### config.mk
export PLATFORM = sky130hd
export DESIGN_NAME = rpbg_ctrl
export DESIGN_NICKNAME = d
export VERILOG_FILES = /design/src/design/replica_pick_block_grouper_unit_assert.svh /design/src/design/rpbg_pkg.sv /design/src/design/rpbg_ctrl.sv
export SDC_FILE = /design/constraint.sdc
export NUM_CORES = 1
export LEC_CHECK = 0
export BUFFER_PORTS_ARGS = -buffer_cell sky130_fd_sc_hd__buf_4
export CORE_UTILIZATION = 30
export CTS_CLUSTER_DIAMETER = 200
export CTS_CLUSTER_SIZE = 14
export DETAILED_ROUTE_END_ITERATION = 16
export PLACE_DENSITY = 0.5
export SYNTH_ARGS = -nofsm -noshare
export SYNTH_HDL_FRONTEND = slang
export SYNTH_SLANG_ARGS = --single-unit
### constraint.sdc
create_clock -name clock -period 1.6 [get_ports clock]
set_input_delay 0.24 -clock clock [delete_from_list [all_inputs] [get_ports clock]]
set_output_delay 0.24 -clock clock [all_outputs]
set_load 0.1 [all_outputs]
### src/design/replica_pick_block_grouper_unit_assert.svh
// Assertion macros for the replica picker and block grouper.
// Included by the top level; no other dependencies.
`ifndef REPLICA_PICK_BLOCK_GROUPER_UNIT_ASSERT_SVH
`define REPLICA_PICK_BLOCK_GROUPER_UNIT_ASSERT_SVH
`ifndef ASSERT_OFF
`define RPBG_ASSERT(lbl, clk, rst, prop) \
   lbl: assert property (@(posedge clk) disable iff (rst) prop) \
      else $error("rpbg check failed");
`define RPBG_NEVER(lbl, clk, rst, expr) \
   lbl: assert property (@(posedge clk) disable iff (rst) !(expr)) \
      else $error("rpbg forbidden condition");
`else
`define RPBG_ASSERT(lbl, clk, rst, prop)
`define RPBG_NEVER(lbl, clk, rst, expr)
`endif
`endif

### src/design/rpbg_pkg.sv
// Shared types and constants of the replica picker and block grouper.
// No dependencies.
`timescale 1ns / 1ps
package rpbg_pkg;
   localparam int NODE_W = 4;
   localparam int SLOT_W = 4;
   localparam int ADDR_W = NODE_W + SLOT_W;
   localparam int NODES = 16;
   localparam int GROUPS = 16;
   localparam int SW = 60;
   localparam int QW = 37;
   localparam logic [4:0] NODES_C = 5'd16;
   localparam logic [4:0] GROUPS_C = 5'd16;
   localparam logic signed [SW-1:0] ONE_Q33 = 60'sd8589934592;
   localparam logic [20:0] USED_MAX = 21'h1FFFFF;

   localparam logic [1:0] OP_LOAD  = 2'd0;
   localparam logic [1:0] OP_PLACE = 2'd1;
   localparam logic [1:0] OP_CLEAR = 2'd2;
   localparam logic [1:0] OP_RSVD  = 2'd3;

   localparam logic [1:0] CSR_ALPHA = 2'd0;
   localparam logic [1:0] CSR_TOTAL = 2'd1;
   localparam logic [1:0] CSR_MINSZ = 2'd2;
   localparam logic [1:0] CSR_NODES = 2'd3;

   typedef struct packed {
      logic accept;
      logic div_init;
      logic div_step;
      logic mul;
      logic sum;
      logic cmp;
      logic pick;
      logic chk;
      logic scan_rd;
      logic scan_cmp;
      logic fin_rd;
      logic fin_wr;
   } cmd_type;

   typedef struct packed {
      logic place_ok;
      logic div_done;
      logic last_cand;
      logic pick_open;
      logic pick_last;
      logic scan_last;
   } status_type;
endpackage

### src/design/rpbg_ctrl.sv
// Sequencer for the replica picker: scores three candidates, then places the chunk.
// Depends on rpbg_pkg for command and status structs.
`timescale 1ns / 1ps
module rpbg_ctrl (
   input  logic               clock,
   input  logic               reset,
   input  logic               start,
   output logic               busy,
   input  rpbg_pkg::status_type sts,
   output rpbg_pkg::cmd_type  cmd
);
   typedef enum logic [10:0] {
      S_IDLE = 11'b00000000001,
      S_DINIT = 11'b00000000010,
      S_DIV  = 11'b00000000100,
      S_MUL  = 11'b00000001000,
      S_SUM  = 11'b00000010000,
      S_CMP  = 11'b00000100000,
      S_PICK = 11'b00001000000,
      S_CHK  = 11'b00010000000,
      S_SRD  = 11'b00100000000,
      S_SCMP = 11'b01000000000,
      S_FIN  = 11'b10000000000
   } state_type;

   state_type state_ff, state_in;
   logic      fin_wr_ff, fin_wr_in;

   assign busy = (state_ff != S_IDLE) || fin_wr_ff;

   always_comb begin
      state_in = state_ff;
      fin_wr_in = 1'b0;
      cmd = '0;
      if (fin_wr_ff) begin
         cmd.fin_wr = 1'b1;
      end
      case (state_ff)
         S_IDLE: begin
            if (start && !fin_wr_ff) begin
               cmd.accept = 1'b1;
               if (sts.place_ok) state_in = S_DINIT;
            end
         end
         S_DINIT: begin
            cmd.div_init = 1'b1;
            state_in = S_DIV;
         end
         S_DIV: begin
            cmd.div_step = 1'b1;
            if (sts.div_done) state_in = S_MUL;
         end
         S_MUL: begin
            cmd.mul = 1'b1;
            state_in = S_SUM;
         end
         S_SUM: begin
            cmd.sum = 1'b1;
            state_in = S_CMP;
         end
         S_CMP: begin
            cmd.cmp = 1'b1;
            state_in = sts.last_cand ? S_PICK : S_DINIT;
         end
         S_PICK: begin
            cmd.pick = 1'b1;
            if (sts.pick_open) state_in = S_FIN;
            else if (sts.pick_last) state_in = S_CHK;
            else state_in = S_SRD;
         end
         S_CHK: begin
            cmd.chk = 1'b1;
            state_in = S_FIN;
         end
         S_SRD: begin
            cmd.scan_rd = 1'b1;
            state_in = S_SCMP;
         end
         S_SCMP: begin
            cmd.scan_cmp = 1'b1;
            state_in = sts.scan_last ? S_FIN : S_SRD;
         end
         S_FIN: begin
            // read both group memories, write back next cycle
            cmd.fin_rd = 1'b1;
            fin_wr_in = 1'b1;
            state_in = S_IDLE;
         end
         default: state_in = S_IDLE;
      endcase
   end

   always_ff @(posedge clock) begin
      if (reset) begin
         state_ff <= S_IDLE;
         fin_wr_ff <= 1'b0;
      end else begin
         state_ff <= state_in;
         fin_wr_ff <= fin_wr_in;
      end
   end
endmodule

==> results.txt, run 1 <==
Synth area leader: dfxtp_1
Sequential area share after synthesis: 32.32%
Worst-path clk slew: 0.09 ns
P_sw: 0.4768 mW
CP endpoint kind: output port
Antenna-violating nets left: 0
Detailed Routing Iterations Pass 1: 4
Cell Chain, Critical Path: nor4_4 -> buf_4 -> nand3_1 -> nor3b_2 -> buf_6
Syn avg cell area: 8.351 um^2
Max Clk Rate: 520.2 MHz
H-tree depth: 1
All-layer global routing usage: 19.89%
DR iter-0 viols: 12
CTS tree: done
Failing checks: setup timing
Max-cap violations: 0
Setup WS pre-CTS: -0.07353 ns
Top cells by area, synth: dfxtp_1, nor2_1, nand4_1, buf_4, nor3b_1
Worst vdd ir: 744.1 uV
Starting Density: 32.66%
Via count: 845
Cells after Synth: 89
Final Hold Slack: 0.1911 ns
First-pass GRT wire length: 3.822 mm
Least-Margin Pin Slew: 0.2806 ns
Antenna Cells: 0
Power Density: 819.7 mW/mm^2
Period utilization: 120.1%
Internal: 0.7397 mW
Worst Path Max Fanout: 5
Layout Skew: 0.007244 ns
Placer Congestion: 0.7532
Final instance area: 0.001484 mm^2
Slowest stage delay, CP: 0.39 ns
Gate power share: 51.0%
Unique masters post-synth: 34
Final net count: 146
Initial antenna violation count: 0
Grt ovf: 0
Share of power burned in registers: 27.7%
Layout area overhead: 99.66%
Commonest cells post-synth: dfxtp_1, nor2_1, inv_1, nand4_1
Ports: 22
Lkg Pwr: 0.5975 nW
Data arrival, critical path: 1.68 ns
Vias in the first global route: 828
Slowest CP cell: dfxtp_4
Vias per inst: 5.152
# clock sinks: 12
Final setup margin: -0.3222 ns
Crit path time final: 1.922 ns
# rows: 17
CTS root buf: clkbuf_4
Yosys warns: 0
Crit-path leading delay family: simple AND/OR/NAND/NOR gates
DIE HEIGHT: 51.78 um
Primary FF master, synth: dfxtp_1
Die footprint: 0.002681 mm^2
Cts bufs inserted: 3
Top-count cell post-synth: dfxtp_1
Max-slew violation total from the final report: 0
Worst path bufs/invs: 2
Clk_lat worst skew: 0.29 ns
Startpoint class of the critical path: flip-flop
Core area: 0.002276 mm^2
WP data required: 1.36 ns
Setup violations, final: 17
Clock share of power: 21.2%
Final hold vios: 0
Pin count of the biggest net entering global routing: 9
Longest Clk Path Bufs: 2
Status: finished, violations left
Synthesized flop and latch total: 12
Syn Nets: 98
Async SR Flop Fraction: 0%
RSZ-0062 raised after global routing: true
Drt total wl: 2.370 mm
Sw Ratio: 39.19%
DR WL/cell: 14.45 um
Port bufs: 21
DP Wirelength: 1.572 mm
Post-route setup TNS: -3.448 ns
Post-synth top area share: 32.32%
CTS Hold Buffers Added: 0
Hold Crit Class: input pin to flip-flop
Share of cells above drive strength 1: 63.24%
Crit Path Class: flip-flop to output port
Syn Std Cell Area: 743.2 um^2
Die W: 51.78 um
Placed cell areas: 0.001169 mm^2
Slew HR: 81.18%
Drt drc: 0
Number of synthesized flops with an enable pin: 0
==> layout make-up <==
cell class / count / area, um^2
inverter: 5 / 30.03
multi-input combinational: 68 / 623.1
fill: 185 / 792.0
timing repair buffer: 47 / 504.2
sequential: 12 / 255.2
clock buffer: 4 / 36.28
tap: 28 / 35.03
==> layer usage <==
metal / routed length [um] / vias up / track usage [%] / share of wire [%]
li1: - / 411 / - / -
met1: 1102 / 409 / 25.85 / 46
met2: 1162 / 23 / 32.03 / 49
met3: 92 / 2 / 6.433 / 3.9
met4: 11 / 0 / 4.054 / 0.46
met5: 0 / - / 0 / 0
==> cell usage in the layout (no fill, tap or decap), types with 3 or more instances in the layout <==
master and count:
dfxtp_1 6, and3_1 3, dfxtp_4 3, and2_1 3, nor3_4 4, clkinvlp_4 3, nand4_1 5, nor2_4 3
buf_6 7, clkbuf_4 3, nor2b_1 3, buf_4 30, nor2_1 6, dfxtp_2 3, buf_12 10, a21oi_1 4
==> power groups by stage <==
stage          registers (mW)  logic (mW)  clock network [mW]
2_1_floorplan           0.351       0.307                   0
3_3_place_gp            0.344       0.474                   0
3_5_place_dp            0.344       0.473                   0
4_1_cts                 0.336       0.569               0.270
5_1_grt                 0.339       0.656               0.288
6_report                0.337       0.621               0.258
==> metrics by stage <==
stage               std cells  power, mW  utilization [%]
floorplan                  89     0.6584                -
global placement          154     0.8182            51.35
detailed placement        154     0.8173            51.35
CTS                       164      1.174            63.11
global route              164      1.283            65.20
finish                    164      1.216            65.20
==> kinds of logic (layout without fill, tap and decap cells) <==
logic type,Yosys count,count (layout),share of synthesized area (%)
compound gates,14,14,11.62
buf+inv,9,56,6.566
flops,12,12,32.32
xor+xnor,2,2,2.357
simple gates,52,52,47.14
==> flip-flops by register name (all words and copies together) (netlist names) <==
register / flops
fin_wr_ff: 1
state_ff: 11
==> worst register-to-register path, stage by stage (launching register included) <==
cell,delay [ns]
dfxtp_4,0.39
nor4_4,0.25
buf_4,0.18
nand3_4,0.13
buf_6,0.16
or4_4,0.48
a21oi_2,0.12
==> worst paths after layout <==
check | slack (ns) | start | cells after the start | endpoint
max | -0.32 | state_ff[1] | 5 | cmd[1]
min | 0.19 | sts[4] | 2 | state_ff[3]
max reg2reg | -0.17 | state_ff[1] | 6 | state_ff[8]
min reg2reg | 0.64 | state_ff[8] | 2 | fin_wr_ff
==> timing repair <==
item	CTS	global route
setup buffers	6	2
gates resized for setup	47	11
endpoints found under the hold margin	0	0
setup endpoints to repair	17	20
pin swaps	9	8
(Power assumes the default switching activity.)
==> run 2, diff against run 1 <==
--- a/config.mk
+++ b/config.mk
@@ -7,10 +7,13 @@
 export LEC_CHECK = 0
 export BUFFER_PORTS_ARGS = -buffer_cell sky130_fd_sc_hd__buf_4
 export CORE_UTILIZATION = 30
+export CTS_BUF_LIST = sky130_fd_sc_hd__clkbuf_4 sky130_fd_sc_hd__clkbuf_8
 export CTS_CLUSTER_DIAMETER = 200
 export CTS_CLUSTER_SIZE = 14
 export DETAILED_ROUTE_END_ITERATION = 16
+export MAX_ROUTING_LAYER = met4
 export PLACE_DENSITY = 0.5
+export SLEW_MARGIN = 20
 export SYNTH_ARGS = -nofsm -noshare
 export SYNTH_HDL_FRONTEND = slang
 export SYNTH_SLANG_ARGS = --single-unit
==> run 2 against run 1 <==
Against the previous run: the run still ends with setup timing left; highest routed layer unchanged; first-iteration DRC count is the same; largest cell class unchanged; global-route usage up 0.53 points; register-to-register slack about the same; critical endpoint unchanged; clock-buffer cell count unchanged; hold slack barely moved; total power hardly changed; critical path type unchanged; via count unchanged; sequential power about the same; utilization unchanged; critical path depth unchanged; non-clock buffer count did not move.
==> results.txt, run 2 (synthesis results as in run 1) <==
Drt total wl: 2.370 mm
Port bufs: 21
Via count: 845
Worst reg2reg path startpoint: state_ff[1]
Hold Crit Class: input pin to flip-flop
Data arrival, critical path: 1.68 ns
Final net count: 146
FF-to-FF path depth: 6
Placed cell areas: 0.001169 mm^2
CTS root buf: clkbuf_4
Layout area overhead: 99.66%
Slowest CP cell: dfxtp_4
Core area: 0.002276 mm^2
Largest register FFs: 11
Lkg Pwr: 0.5975 nW
Power Density: 819.7 mW/mm^2
Top flop regs: state_ff: 11 flops, fin_wr_ff: 1 flops
Worst hold stages: 2
Max Clk Rate: 520.2 MHz
Worst Path Max Fanout: 5
Die footprint: 0.002681 mm^2
Slew HR: 81.17%
DR WL/cell: 14.45 um
Sw Ratio: 39.19%
Grt ovf: 0
Crit Path Class: flip-flop to output port
Reg-to-reg endpoint: state_ff[8]
Startpoint class of the critical path: flip-flop
R2R setup slack: -0.17 ns
Largest Register: state_ff
Vias in the first global route: 827
Ports: 22
DR iter-0 viols: 12
Clock share of power: 21.2%
# rows: 17
Placer Congestion: 0.7628
Period utilization: 120.1%
Layout Skew: 0.007244 ns
Status: finished, violations left
Post-route setup TNS: -3.448 ns
Worst vdd ir: 744.1 uV
Setup WS pre-CTS: -0.07353 ns
Initial antenna violation count: 0
CP Launch Point: state_ff[1]
Longest Clk Path Bufs: 2
Instance count on the critical path: 5
Drt drc: 0
Setup violations, final: 17
Worst-path clk slew: 0.09 ns
WP data required: 1.36 ns
Gate power share: 51.0%
Max-slew violation total from the final report: 0
Least-Margin Pin Slew: 0.2807 ns
Final hold vios: 0
Antenna-violating nets left: 0
Clk_lat worst skew: 0.29 ns
Most frequent cells in the layout: buf_4, buf_12, buf_6
Failing checks: setup timing
Slowest stage delay, CP: 0.39 ns
First-pass GRT wire length: 3.829 mm
Most common cell after layout, fill and taps aside: buf_4
Share of cells above drive strength 1: 63.24%
All-layer global routing usage: 20.42%
Pin count of the biggest net entering global routing: 9
Final setup margin: -0.3222 ns
Worst path bufs/invs: 2
Antenna Cells: 0
DIE HEIGHT: 51.78 um
Detailed Routing Iterations Pass 1: 4
Vias per inst: 5.152
Share of power burned in registers: 27.7%
Starting Density: 32.66%
Die W: 51.78 um
Cts bufs inserted: 3
CTS Hold Buffers Added: 0
Cell Chain, Critical Path: nor4_4 -> buf_4 -> nand3_1 -> nor3b_2 -> buf_6
# clock sinks: 12
CP endpoint kind: output port
P_sw: 0.4767 mW
CTS tree: done
CP endpoint: cmd[1]
Final instance area: 0.001484 mm^2
Crit-path leading delay family: simple AND/OR/NAND/NOR gates
Crit path time final: 1.922 ns
Internal: 0.7397 mW
H-tree depth: 1
RSZ-0062 raised after global routing: true
Max-cap violations: 0
DP Wirelength: 1.572 mm
==> run 2: cell counts in the layout (fill, tap and decap cells not counted) <==
Identical to the previous run, type by type.
==> run 2: layout make-up <==
class                           instances  area [um^2]
Fill cell                             185        792.0
Multi-Input combinational cell         68        623.1
Timing Repair Buffer                   47        504.2
Sequential cell                        12        255.2
Clock buffer                            4        36.28
Tap cell                               28        35.03
Inverter                                5        30.03
==> run 2: per-layer routing <==
metal / track usage, % / share of wire, %
met1: 25.85 / 46
met2: 32.03 / 49
met3: 6.433 / 3.9
met4: 4.054 / 0.46
met5: - / 0
==> run 2: worst reg2reg max path: stages, from the launching register on <==
cell and delay, ns:
dfxtp_4 0.39, nor4_4 0.25, buf_4 0.18, nand3_4 0.13, buf_6 0.16, or4_4 0.48
a21oi_2 0.12
==> run 2: worst min-delay path by stage <==
stage / slack [ns] / start / to
final: 0.19 / sts[4] / state_ff[3]
after detailed placement: 0.48 / sts[1] / state_ff[7]
after CTS: 0.18 / sts[1] / state_ff[7]
after floorplan: 0.36 / reset / state_ff[0]
after global placement: 0.48 / sts[1] / state_ff[7]
after global routing: 0.19 / sts[4] / state_ff[3]
==> run 2: stage by stage <==
step | std cells | power (mW) | util, % | hold WS (ns)
after global routing | 164 | 1.283 | 65.20 | 0.1896
after CTS | 164 | 1.174 | 63.11 | 0.1760
final | 164 | 1.216 | 65.20 | 0.1911
after detailed placement | 154 | 0.8173 | 51.35 | 0.4794
after floorplan | 89 | 0.6584 | - | 0.3625
after global placement | 154 | 0.8182 | 51.35 | 0.4777
==> run 2: power by group through the flow <==
stage / registers (mW) / clock network (mW) / logic, mW
2_1_floorplan: 0.351 / 0 / 0.307
3_3_place_gp: 0.344 / 0 / 0.474
3_5_place_dp: 0.344 / 0 / 0.473
4_1_cts: 0.336 / 0.270 / 0.569
5_1_grt: 0.339 / 0.288 / 0.656
6_report: 0.337 / 0.258 / 0.621
==> run 2: timing repair <==
action | in CTS | in global routing
gates cloned | 0 | 0
setup buffers | 6 | 2
pin swaps | 9 | 8
endpoints found under the setup margin | 17 | 20
gates resized for setup | 47 | 11
==> run 3, diff against run 2 <==
--- a/config.mk
+++ b/config.mk
@@ -6,13 +6,15 @@
 export NUM_CORES = 1
 export LEC_CHECK = 0
 export BUFFER_PORTS_ARGS = -buffer_cell sky130_fd_sc_hd__buf_4
-export CORE_UTILIZATION = 30
+export CELL_PAD_IN_SITES_DETAIL_PLACEMENT = 1
+export CELL_PAD_IN_SITES_GLOBAL_PLACEMENT = 2
+export CORE_UTILIZATION = 27
 export CTS_BUF_LIST = sky130_fd_sc_hd__clkbuf_4 sky130_fd_sc_hd__clkbuf_8
 export CTS_CLUSTER_DIAMETER = 200
 export CTS_CLUSTER_SIZE = 14
 export DETAILED_ROUTE_END_ITERATION = 16
 export MAX_ROUTING_LAYER = met4
-export PLACE_DENSITY = 0.5
+export PLACE_DENSITY = 0.74
 export SLEW_MARGIN = 20
 export SYNTH_ARGS = -nofsm -noshare
 export SYNTH_HDL_FRONTEND = slang
==> run 3 against run 2 <==
Against the previous run: the run still ends with setup timing left; via count is 0.71% lower; non-clock buffer count is 1 higher; hold slack worse by 0.013 ns; sequential share of layout area is 0.052 points higher; cell count is 1.8% higher; first-iteration DRC count is 67% lower; critical path type unchanged; largest cell class unchanged.
==> results.txt, run 3 (synthesis results as in run 1) <==
Cell Chain, Critical Path: nor3_4 -> buf_6 -> nand4_1 -> nor3b_4 -> buf_12
Period utilization: 123.6%
Data arrival, critical path: 1.74 ns
Clk_lat worst skew: 0.29 ns
Hold Crit Class: input pin to flip-flop
DR iter-0 viols: 4
Instance count on the critical path: 5
Slowest CP cell: dfxtp_2
Final setup margin: -0.3776 ns
Detailed Routing Iterations Pass 1: 4
Most common cell after layout, fill and taps aside: buf_4
Antenna-violating nets left: 0
Initial antenna violation count: 0
Placer Congestion: 0.7921
Core area: 0.002545 mm^2
WP data required: 1.36 ns
Startpoint class of the critical path: flip-flop
DR WL/cell: 16.73 um
Least-Margin Pin Slew: 0.3067 ns
Setup violations, final: 16
Crit-path leading delay family: simple AND/OR/NAND/NOR gates
Die footprint: 0.002966 mm^2
Longest Clk Path Bufs: 2
Slowest stage delay, CP: 0.35 ns
CTS Hold Buffers Added: 0
Port bufs: 21
RSZ-0062 raised after global routing: true
Vias per inst: 5.024
Failing checks: setup timing
Die W: 54.47 um
Status: finished, violations left
Largest Register: state_ff
All-layer global routing usage: 21.50%
Worst-path clk slew: 0.09 ns
Worst reg2reg path startpoint: state_ff[0]
DIE HEIGHT: 54.47 um
Drt drc: 0
Drt total wl: 2.794 mm
Lkg Pwr: 0.5886 nW
CTS root buf: clkbuf_4
# clock sinks: 12
H-tree depth: 1
Max-cap violations: 0
Grt ovf: 0
Crit Path Class: flip-flop to output port
Total power: 1.206 mW
Setup WS pre-CTS: -0.09918 ns
Final net count: 147
Crit path time final: 1.978 ns
Layout Skew: 0.005846 ns
Worst vdd ir: 808.4 uV
Vias in the first global route: 899
Most frequent cells in the layout: buf_4, buf_12, dfxtp_1
Largest register FFs: 11
Filler cell count: 290
# rows: 18
Top flop regs: state_ff: 11 flops, fin_wr_ff: 1 flops
DP Wirelength: 1.956 mm
R2R setup slack: -0.18 ns
CP endpoint kind: output port
Via count: 839
First-pass GRT wire length: 4.174 mm
Share of cells above drive strength 1: 62.77%
Worst hold start: reset
Starting Density: 29.20%
FF-to-FF path depth: 6
Antenna Cells: 0
Ports: 22
Pin count of the biggest net entering global routing: 9
Worst Path Max Fanout: 3
Final hold vios: 0
Cts bufs inserted: 3
Worst path bufs/invs: 2
CP Launch Point: state_ff[9]
Layout area overhead: 96.13%
CP endpoint: cmd[9]
Max Clk Rate: 505.7 MHz
Slew HR: 79.53%
CTS tree: done
Reg-to-reg endpoint: state_ff[8]
Max-slew violation total from the final report: 0
Power Density: 827.5 mW/mm^2
## run 3: cell count changes in the layout (fill, tap and decap cells not counted), sizes merged
cell  delta
buf      +1
## run 3: how the worst min path moves through the flow
stage                        to  slack, ns  cells past startpoint
floorplan           state_ff[0]       0.36                      2
global placement    state_ff[7]       0.48                      2
detailed placement  state_ff[7]       0.50                      2
CTS                 state_ff[7]       0.19                      2
global route        state_ff[7]       0.17                      2
finish              state_ff[0]       0.18                      3
## run 3: per-stage QoR
step           TNS (ns)  hold slack (ns)  std cells  util [%]  cell area [um^2]
2_1_floorplan    -3.986           0.3625         89         -             867.1
3_3_place_gp    -0.1875           0.4787        155     45.72              1164
3_5_place_dp    -0.6533           0.4953        155     45.72              1164
4_1_cts          -3.679           0.1881        166     54.82              1395
5_1_grt          -4.925           0.1715        167     57.28              1458
6_report         -3.571           0.1786        167     57.28              1458
## run 3: timing repair
item / 4_1_cts / 5_1_grt
pin swaps: 11 / 7
cloned: 0 / 0
resized for setup: 36 / 14
setup buffers: 7 / 1
endpoints found under the setup margin: 17 / 19
## run 3: where the power goes
| part | switching (mW) | internal (mW) |
|---|---|---|
| Clock | 0.122 | 0.139 |
| Combinational | 0.328 | 0.281 |
| Sequential | 0.0237 | 0.313 |
| Total | 0.473 | 0.733 |
## run 3: cell type report
| type | count | area (um^2) | area share (%) |
|---|---|---|---|
| inverters | 5 | 30.03 | 2.060 |
| clock buffers | 4 | 36.28 | 2.489 |
| repair buffers | 48 | 508.0 | 34.85 |
| flip-flops and latches | 12 | 251.5 | 17.25 |
| well taps | 30 | 37.54 | 2.575 |
| multi-input cells | 68 | 594.3 | 40.77 |
## run 3: worst min-delay path: cells and delay by family
kind,cells,cell delay (ns)
AO/OA/AOI/OAI,2,0.11
buffers and inverters,1,0.09
## run 3: routing by layer
layer / share of wire [%] / routed length [um] / global-route usage, % / vias up
met4: 2.1 / 60 / 8.974 / 0
li1: - / - / - / 422
met2: 51 / 1438 / 35.16 / 18
met3: 3.2 / 90 / 4.167 / 5
met5: 0 / 0 / - / -
met1: 43 / 1204 / 25.54 / 394
